<file path="config.mk">
export PLATFORM = sky130hd
export DESIGN_NAME = lcg_pattern_fill_check
export DESIGN_NICKNAME = d
export VERILOG_FILES = /design/src/hw/rtl/lcgpf_pkg.sv /design/src/hw/rtl/lcgpf_cfg.sv /design/src/hw/rtl/lcgpf_gen.sv /design/src/hw/rtl/lcgpf_check.sv /design/src/hw/rtl/lcg_pattern_fill_check.sv
export SDC_FILE = /design/constraint.sdc
export NUM_CORES = 2
export LEC_CHECK = 0
export ABC_AREA = 1
export BUFFER_PORTS_ARGS = -buffer_cell sky130_fd_sc_hd__buf_2
export CAP_MARGIN = 15
export CORE_MARGIN = 4
export CORE_UTILIZATION = 55
export CTS_BUF_LIST = sky130_fd_sc_hd__clkbuf_2 sky130_fd_sc_hd__clkbuf_4 sky130_fd_sc_hd__clkbuf_8
export DETAILED_ROUTE_END_ITERATION = 10
export HOLD_SLACK_MARGIN = 0.08
export PLACE_DENSITY = 0.74
export SYNTH_ARGS = -nofsm -noshare
export SYNTH_HDL_FRONTEND = slang
export SYNTH_HIERARCHICAL = 1
export SYNTH_SLANG_ARGS = --single-unit
</file>
<file path="constraint.sdc">
create_clock -name clk -period 31.5 [get_ports clk]
set_input_delay 4.725 -clock clk [delete_from_list [all_inputs] [get_ports clk]]
set_output_delay 4.725 -clock clk [all_outputs]
set_load 0.005 [all_outputs]
</file>
<file path="src/hw/rtl/lcgpf_pkg.sv">
// Shared constants and types for the LCG pattern fill/check engine.
// No dependencies; imported by every module under hw/rtl.

package lcgpf_pkg;

    localparam int unsigned ADDR_W     = 64;  // region address register
    localparam int unsigned STATE_W    = 48;  // rand48 generator state
    localparam int unsigned WORD_W     = 32;  // memory word / pattern word
    localparam int unsigned OUT_SHIFT  = 16;  // pattern = state[47:16]
    localparam int unsigned SEED_SHIFT = 32;  // seed = addr ^ (addr >> 32)

    localparam logic [34:0]        LCG_MULT = 35'h5_DEEC_E66D;
    localparam logic [STATE_W-1:0] LCG_INC  = 48'hB;

    localparam logic [WORD_W-1:0]  COUNT_MAX = '1;

    // APB register map: 64-bit registers at byte address 8*index
    localparam int unsigned PADDR_W     = 4;
    localparam int unsigned REG_IDX_LSB = 3;
    localparam int unsigned REG_IDX_W   = PADDR_W - REG_IDX_LSB;
    localparam logic [REG_IDX_W-1:0] REG_REGION_ADDRESS = 1'b0;

    typedef struct packed {
        logic advance;   // request leaves the input register this cycle
        logic reseed;    // request carries first_word
    } step_ctrl_t;

    typedef struct packed {
        logic [WORD_W-1:0] pattern_word;
        logic [WORD_W-1:0] diff_bits;
        logic              mismatch;
        logic [WORD_W-1:0] mismatch_count;
        logic              region_done;
    } result_t;

endpackage

</file>
<file path="src/hw/rtl/lcgpf_cfg.sv">
// APB register block holding the region start address.
// Depends on lcgpf_pkg.

module lcgpf_cfg (
    input  logic                          clk,
    input  logic                          rst_n,
    input  logic                          psel,
    input  logic                          penable,
    input  logic                          pwrite,
    input  logic [lcgpf_pkg::PADDR_W-1:0] paddr,
    input  logic [lcgpf_pkg::ADDR_W-1:0]  pwdata,
    output logic [lcgpf_pkg::ADDR_W-1:0]  prdata,
    output logic                          pready,
    output logic [lcgpf_pkg::ADDR_W-1:0]  region_address
);
    import lcgpf_pkg::*;

    logic [ADDR_W-1:0]    region_address_reg;
    logic [REG_IDX_W-1:0] reg_idx;
    logic                 wr_en;

    assign reg_idx = paddr[PADDR_W-1:REG_IDX_LSB];
    assign pready  = 1'b1;
    assign wr_en   = psel && penable && pwrite && pready;

    always_ff @(posedge clk or negedge rst_n)
    begin
        if (!rst_n)
        begin
            region_address_reg <= '0;
        end
        else if (wr_en && (reg_idx == REG_REGION_ADDRESS))
        begin
            region_address_reg <= pwdata;
        end
    end

    always_comb
    begin
        case (reg_idx)
            REG_REGION_ADDRESS: prdata = region_address_reg;
            default:            prdata = '0;
        endcase
    end

    assign region_address = region_address_reg;

endmodule

</file>
<file path="src/hw/rtl/lcgpf_gen.sv">
// rand48 generator: state register, address seeding and one constant-multiply step.
// Depends on lcgpf_pkg.

module lcgpf_gen (
    input  logic                         clk,
    input  logic                         rst_n,
    input  lcgpf_pkg::step_ctrl_t        ctrl,
    input  logic [lcgpf_pkg::ADDR_W-1:0] region_address,
    output logic [lcgpf_pkg::WORD_W-1:0] pattern_word
);
    import lcgpf_pkg::*;

    localparam int unsigned HALF_W = STATE_W / 2;
    localparam int unsigned MULT_W = $bits(LCG_MULT);
    localparam int unsigned PLO_W  = HALF_W + MULT_W;

    logic [STATE_W-1:0] state_reg;
    logic [STATE_W-1:0] state_next;
    logic [ADDR_W-1:0]  seed_full;
    logic [STATE_W-1:0] base;
    logic [PLO_W-1:0]   prod_lo;
    logic [HALF_W-1:0]  prod_hi;

    assign seed_full = region_address ^ (region_address >> SEED_SHIFT);
    assign base      = ctrl.reseed ? seed_full[STATE_W-1:0] : state_reg;

    // state * A mod 2^48, split in halves: lo*A plus (hi*A_lo) << 24
    assign prod_lo = PLO_W'(base[HALF_W-1:0]) * PLO_W'(LCG_MULT);
    assign prod_hi = HALF_W'(base[STATE_W-1:HALF_W] * LCG_MULT[HALF_W-1:0]);

    assign state_next = prod_lo[STATE_W-1:0] + {prod_hi, {HALF_W{1'b0}}} + LCG_INC;

    always_ff @(posedge clk or negedge rst_n)
    begin
        if (!rst_n)
        begin
            state_reg <= '0;
        end
        else if (ctrl.advance)
        begin
            state_reg <= state_next;
        end
    end

    assign pattern_word = state_next[OUT_SHIFT +: WORD_W];

endmodule

</file>
<file path="src/hw/rtl/lcgpf_check.sv">
// Compare stage: differing bits, mismatch flag and saturating mismatch tally.
// Depends on lcgpf_pkg.

module lcgpf_check (
    input  logic                         clk,
    input  logic                         rst_n,
    input  lcgpf_pkg::step_ctrl_t        ctrl,
    input  logic                         mode,
    input  logic [lcgpf_pkg::WORD_W-1:0] read_word,
    input  logic                         last_word,
    input  logic [lcgpf_pkg::WORD_W-1:0] pattern_word,
    output lcgpf_pkg::result_t           result
);
    import lcgpf_pkg::*;

    logic [WORD_W-1:0] tally_reg;
    logic [WORD_W-1:0] tally_next;
    logic [WORD_W-1:0] tally_base;
    logic [WORD_W-1:0] diff;
    logic              miss;

    assign diff       = mode ? (read_word ^ pattern_word) : '0;
    assign miss       = |diff;
    // first word clears the count before this word is counted
    assign tally_base = ctrl.reseed ? '0 : tally_reg;
    assign tally_next = (miss && (tally_base != COUNT_MAX)) ? tally_base + 1'b1 : tally_base;

    always_ff @(posedge clk or negedge rst_n)
    begin
        if (!rst_n)
        begin
            tally_reg <= '0;
        end
        else if (ctrl.advance)
        begin
            tally_reg <= tally_next;
        end
    end

    always_comb
    begin
        result.pattern_word   = pattern_word;
        result.diff_bits      = diff;
        result.mismatch       = miss;
        result.mismatch_count = tally_next;
        result.region_done    = last_word;
    end

endmodule

</file>
<file path="src/hw/rtl/lcg_pattern_fill_check.sv">
// Top level of the LCG memory test pattern engine: input register, generator,
// compare stage and result register. Depends on lcgpf_pkg, lcgpf_cfg,
// lcgpf_gen and lcgpf_check.
//
//  Channel   Dir  Signals                          Payload
//  s_*       in   s_tvalid/s_tready/s_tdata/...    read_word, tuser {first_word, mode}, tlast
//  m_*       out  m_tvalid/m_tready/m_tdata/...    pattern, diff, count, tuser mismatch, tlast
//  apb       in   psel/penable/pwrite/paddr/...    region_address at byte address 0
//
//  One request per cycle while m_tready is high; the result is registered.
//  The generator step (48-bit state times a 35-bit constant, in two partial
//  products) sits between the input register and the result register.
//  Reset clears the generator state, mismatch tally and region address.
//  With m_tready low the result holds and the input register takes one more
//  request; s_tready then drops until the result is taken.

module lcg_pattern_fill_check (
    input  logic                          clk,
    input  logic                          rst_n,
    // input stream
    input  logic                          s_tvalid,
    output logic                          s_tready,
    input  logic [lcgpf_pkg::WORD_W-1:0]  s_tdata,   // [31:0] read_word
    input  logic [1:0]                    s_tuser,   // [0] mode, [1] first_word
    input  logic                          s_tlast,   // last_word
    // result stream
    output logic                          m_tvalid,
    input  logic                          m_tready,
    output logic [3*lcgpf_pkg::WORD_W-1:0] m_tdata,  // [31:0] pattern_word,
                                                     // [63:32] diff_bits,
                                                     // [95:64] mismatch_count
    output logic                          m_tuser,   // [0] mismatch
    output logic                          m_tlast,   // region_done
    // configuration
    input  logic                          psel,
    input  logic                          penable,
    input  logic                          pwrite,
    input  logic [lcgpf_pkg::PADDR_W-1:0] paddr,
    input  logic [lcgpf_pkg::ADDR_W-1:0]  pwdata,
    output logic [lcgpf_pkg::ADDR_W-1:0]  prdata,
    output logic                          pready
);
    import lcgpf_pkg::*;

    logic              in_valid_reg;
    logic              mode_reg;
    logic              first_word_reg;
    logic              last_word_reg;
    logic [WORD_W-1:0] read_word_reg;
    logic              out_valid_reg;
    result_t           out_reg;

    logic              in_accept;
    logic              stage_adv;
    step_ctrl_t        ctrl;
    logic [ADDR_W-1:0] region_address;
    logic [WORD_W-1:0] pattern_word;
    result_t           result_next;

    // advance when the result slot is empty or being drained
    assign stage_adv    = in_valid_reg && (!out_valid_reg || m_tready);
    assign s_tready     = !in_valid_reg || stage_adv;
    assign in_accept    = s_tvalid && s_tready;
    assign ctrl.advance = stage_adv;
    assign ctrl.reseed  = first_word_reg;

    lcgpf_cfg u_cfg (
        .clk            (clk),
        .rst_n          (rst_n),
        .psel           (psel),
        .penable        (penable),
        .pwrite         (pwrite),
        .paddr          (paddr),
        .pwdata         (pwdata),
        .prdata         (prdata),
        .pready         (pready),
        .region_address (region_address)
    );

    lcgpf_gen u_gen (
        .clk            (clk),
        .rst_n          (rst_n),
        .ctrl           (ctrl),
        .region_address (region_address),
        .pattern_word   (pattern_word)
    );

    lcgpf_check u_check (
        .clk          (clk),
        .rst_n        (rst_n),
        .ctrl         (ctrl),
        .mode         (mode_reg),
        .read_word    (read_word_reg),
        .last_word    (last_word_reg),
        .pattern_word (pattern_word),
        .result       (result_next)
    );

    always_ff @(posedge clk or negedge rst_n)
    begin
        if (!rst_n)
        begin
            in_valid_reg  <= 1'b0;
            out_valid_reg <= 1'b0;
        end
        else
        begin
            if (s_tready)
            begin
                in_valid_reg <= s_tvalid;
            end
            if (stage_adv)
            begin
                out_valid_reg <= 1'b1;
            end
            else if (m_tready)
            begin
                out_valid_reg <= 1'b0;
            end
        end
    end

    always_ff @(posedge clk)
    begin
        if (in_accept)
        begin
            read_word_reg  <= s_tdata;
            mode_reg       <= s_tuser[0];
            first_word_reg <= s_tuser[1];
            last_word_reg  <= s_tlast;
        end
        if (stage_adv)
        begin
            out_reg <= result_next;
        end
    end

    assign m_tvalid = out_valid_reg;
    assign m_tdata  = {out_reg.mismatch_count, out_reg.diff_bits, out_reg.pattern_word};
    assign m_tuser  = out_reg.mismatch;
    assign m_tlast  = out_reg.region_done;

    // an empty result slot must never block the input side
    a_ready_when_empty: assert property (@(posedge clk) disable iff (!rst_n)
        (!out_valid_reg && !in_valid_reg) |-> s_tready)
        else $error("s_tready low with both stages empty");

    // a held input request moves into an empty result slot on the next edge
    a_fill_result: assert property (@(posedge clk) disable iff (!rst_n)
        (in_valid_reg && !out_valid_reg) |=> out_valid_reg)
        else $error("result register not loaded from input register");

    a_flag_matches_diff: assert property (@(posedge clk) disable iff (!rst_n)
        out_valid_reg |-> (out_reg.mismatch == (out_reg.diff_bits != '0)))
        else $error("mismatch flag disagrees with diff bits");

    // first word restarts the count: a clean first word reports zero
    a_reseed_clears_count: assert property (@(posedge clk) disable iff (!rst_n)
        (stage_adv && first_word_reg && !result_next.mismatch)
        |=> (out_reg.mismatch_count == '0))
        else $error("count not cleared on first word");

endmodule
</file>
==> impl_metrics.ini <==
[routing]
routedWlPerCell_um = 20.26
dr_vias = 26410
final_antenna_net_count = 0
drt-total-wl_mm = 102.2
drt-vias-per-instance = 5.233
firstDrtPassIters = 6
route.detailed.drc = 0
drtIter0Drc = 2206

[logic_synthesis]
post-synth-top-count-cell = sky130_fd_sc_hd__inv_1
synth_cell_types = 53
mappedNetlistNets = 4905
largest_family_of_logic_cells_by_synthesized_area = adder cells
post_synth_xor_area_fraction = 0.02674
synth.largest_area_cell = sky130_fd_sc_hd__fa_1
synth_adder_area_share = 0.4027
synth_area_um2 = 34390
post_synth_mux_area_share = 0
yosys_warnings = 6
synthSimpleGateAreaFrac = 0.1693
ys_top_cells_by_area = sky130_fd_sc_hd__fa_1 (28%), sky130_fd_sc_hd__ha_1 (12%), sky130_fd_sc_hd__edfxtp_1 (12%)
synth_enable_flop_cells = 133
seq_total_area_yosys = 0.2224
synth-compound-area-share = 0.03805
postSynthAreaPerCell_um2 = 8.644
synth.ff_latch_count = 279
synthesis.instances = 3979
synth-async-reset-ratio = 0.5233
synth_top_cell_area_share = 0.2823
most_frequently_used_flop_master_after_synthesis = sky130_fd_sc_hd__dfrtp_1
synth.top_cells.by_count = sky130_fd_sc_hd__inv_1 (1028), sky130_fd_sc_hd__nand2_1 (820), sky130_fd_sc_hd__fa_1 (485), sky130_fd_sc_hd__ha_1 (331), sky130_fd_sc_hd__nor2_1 (228)

[place]
gp_congestion = 1.015
io_buffers = 270
detailedPlacementHpwl_mm = 86.19
placedCellCount = 4959

[clock_network]
path_clk_slew_ns = 0.06
cts_post_setup_buffers_inserted = 0
clk-insertion-delay-late_ns = 0.60
cts_max_path_buffers = 3
ctsHtreeMaxLevel = 2
ctsResizeCount = 0
cts.hold.buffers_added = 0
cts_tree = yes
clock_tree.root_cell = sky130_fd_sc_hd__clkbuf_8
clock_sinks = 279
numCtsBuffers = 44

[die]
floorplan.die.height_um = 258.1
num_rows = 91
die_width_um = 258.1
initial_utilization = 0.5563
boundaryPins = 275
core_um2 = 61830
die_area_um2 = 66600

[layout]
final_cell_count_no_fill = 5046
final_layout_size_suffix_gt1_frac = 0.1006
final_nets = 5094
layout-area-overhead-vs-synth_pct = 7.574
max_reg_flops = 96

[timing]
report.final.setup_viol = 0
finalWorstPathRequiredPeriod_ns = 12.61
layout_worst_path_cycle_share = 0.4002
report.final.hold_viol_count = 0
fin_tns_setup_ns = 0
max_slew_violation_total_from_the_final_report = 0
timing_worst_slew_pin_value_ns = 1.148
finClkSkew_ns = 0.02727
fmaxAchievable_mhz = 79.32
grt_setup_unrepaired = no
max_slew_headroom_at_the_worst_pin = 0.2338

[critical_path]
cp_max_fo = 55
max_stage_delay_ns = 0.54
worstPathArrival_ns = 12.89
worstPathRequired_ns = 31.79
slowest_stage = sky130_fd_sc_hd__fa_1
crit_start_category = register
timing_worst_setup_path_type = reg -> reg
setup.worst_path.end_class = register

[run_status]
run_status = finished clean

[global_route]
grt_first_pass_wirelength_mm = 156.5
global_route_total_usage_across_every_layer = 0.3089
grt_pass1_vias = 26870
antenna_found_initial = 5
globalRoute.totalOverflow = 0
grt_start_max_net_pins = 179

[run]
max_cap_violations = 0

[worst_hold_path]
hold_wc_path_type = reg -> reg
## metal layers
layer,global-route usage,wire [um],vias to the layer above,part of all wire
met5,0,0,-,0
met2,0.5053,47800,1070,0.47
met1,0.4096,40220,12870,0.39
met3,0.04246,7973,236,0.078
met4,0.1483,6253,0,0.061
li1,-,-,12240,-
## through the flow
| step | cell area, um2 | hold WS [ns] | utilization | worst slack, ns |
|---|---|---|---|---|
| after floorplan | 34390 | 0.4434 | - | 20.71 |
| after global routing | 36990 | 0.4482 | 0.5983 | 18.21 |
| after detailed placement | 35970 | 0.4074 | 0.5819 | 19.12 |
| after CTS | 36980 | 0.4232 | 0.5982 | 19.05 |
| final | 37000 | 0.4201 | 0.5984 | 18.89 |
| after global placement | 35970 | 0.4048 | 0.5819 | 19.25 |
## worst paths after layout
path	start	endpoint	slack, ns	cells after the start
min in group asynchronous	rst_n	u_gen/state_reg[12]$_DFFE_PN0P_	4.17	1
max in group asynchronous	rst_n	u_check/tally_reg[28]$_DFFE_PN0P_	25.83	2
hold reg to reg	last_word_reg$_DFFE_PP_	m_tlast$_DFFE_PP_	0.42	0
setup reg to reg	first_word_reg$_DFFE_PP_	m_tdata[85]$_DFFE_PP_	18.89	47
setup / recovery	first_word_reg$_DFFE_PP_	m_tdata[85]$_DFFE_PP_	18.89	47
hold / removal	last_word_reg$_DFFE_PP_	m_tlast$_DFFE_PP_	0.42	0
## layout by cell type, fill, tap and decap left out, types with 56 or more instances in the layout
master | synthesis | layout
sky130_fd_sc_hd__inv_1 | 1028 | 1028
sky130_fd_sc_hd__dfrtp_1 | 146 | 146
sky130_fd_sc_hd__fa_1 | 485 | 485
sky130_fd_sc_hd__buf_2 | 27 | 269
sky130_fd_sc_hd__o21ai_0 | 76 | 76
sky130_fd_sc_hd__nor2_1 | 228 | 228
sky130_fd_sc_hd__a21oi_1 | 73 | 71
sky130_fd_sc_hd__xor2_1 | 56 | 56
sky130_fd_sc_hd__nand2_1 | 820 | 820
sky130_fd_sc_hd__edfxtp_1 | 133 | 133
sky130_fd_sc_hd__nand3_1 | 210 | 210
sky130_fd_sc_hd__ha_1 | 331 | 331
## cells by family after synthesis
| group | after synthesis |
|---|---|
| AOI/OAI and AO/OA | 224 |
| xor gates and xnor gates | 105 |
| adders and majority gates | 816 |
| buffers and inverters | 1175 |
| DFF | 279 |
| other | 1 |
| and+or+nand+nor | 1379 |
## worst max-delay path, delay by kind of cell (launching register included)
family                   cells  cell delay [ns]
flip-flops                   1             0.37
adder cells (fa/ha/maj)     13             6.02
AND/OR/NAND/NOR             16             2.27
AO/OA/AOI/OAI                6             1.22
XOR/XNOR                     2             0.75
buffers and inverters       10             1.57
## area by class of cell
cell class | instances | area (um2)
Sequential cell | 279 | 7647
Antenna cell | 6 | 15.01
Tap cell | 837 | 1047
Clock buffer | 73 | 879.6
Multi-Input combinational cell | 2525 | 21920
Timing Repair Buffer | 284 | 1475
Clock inverter | 8 | 130.1
Inverter | 1034 | 3881
Fill cell | 5464 | 24830
Power is not shown: default switching activity piles up to over one toggle a cycle in this logic, so the estimate is an artifact.
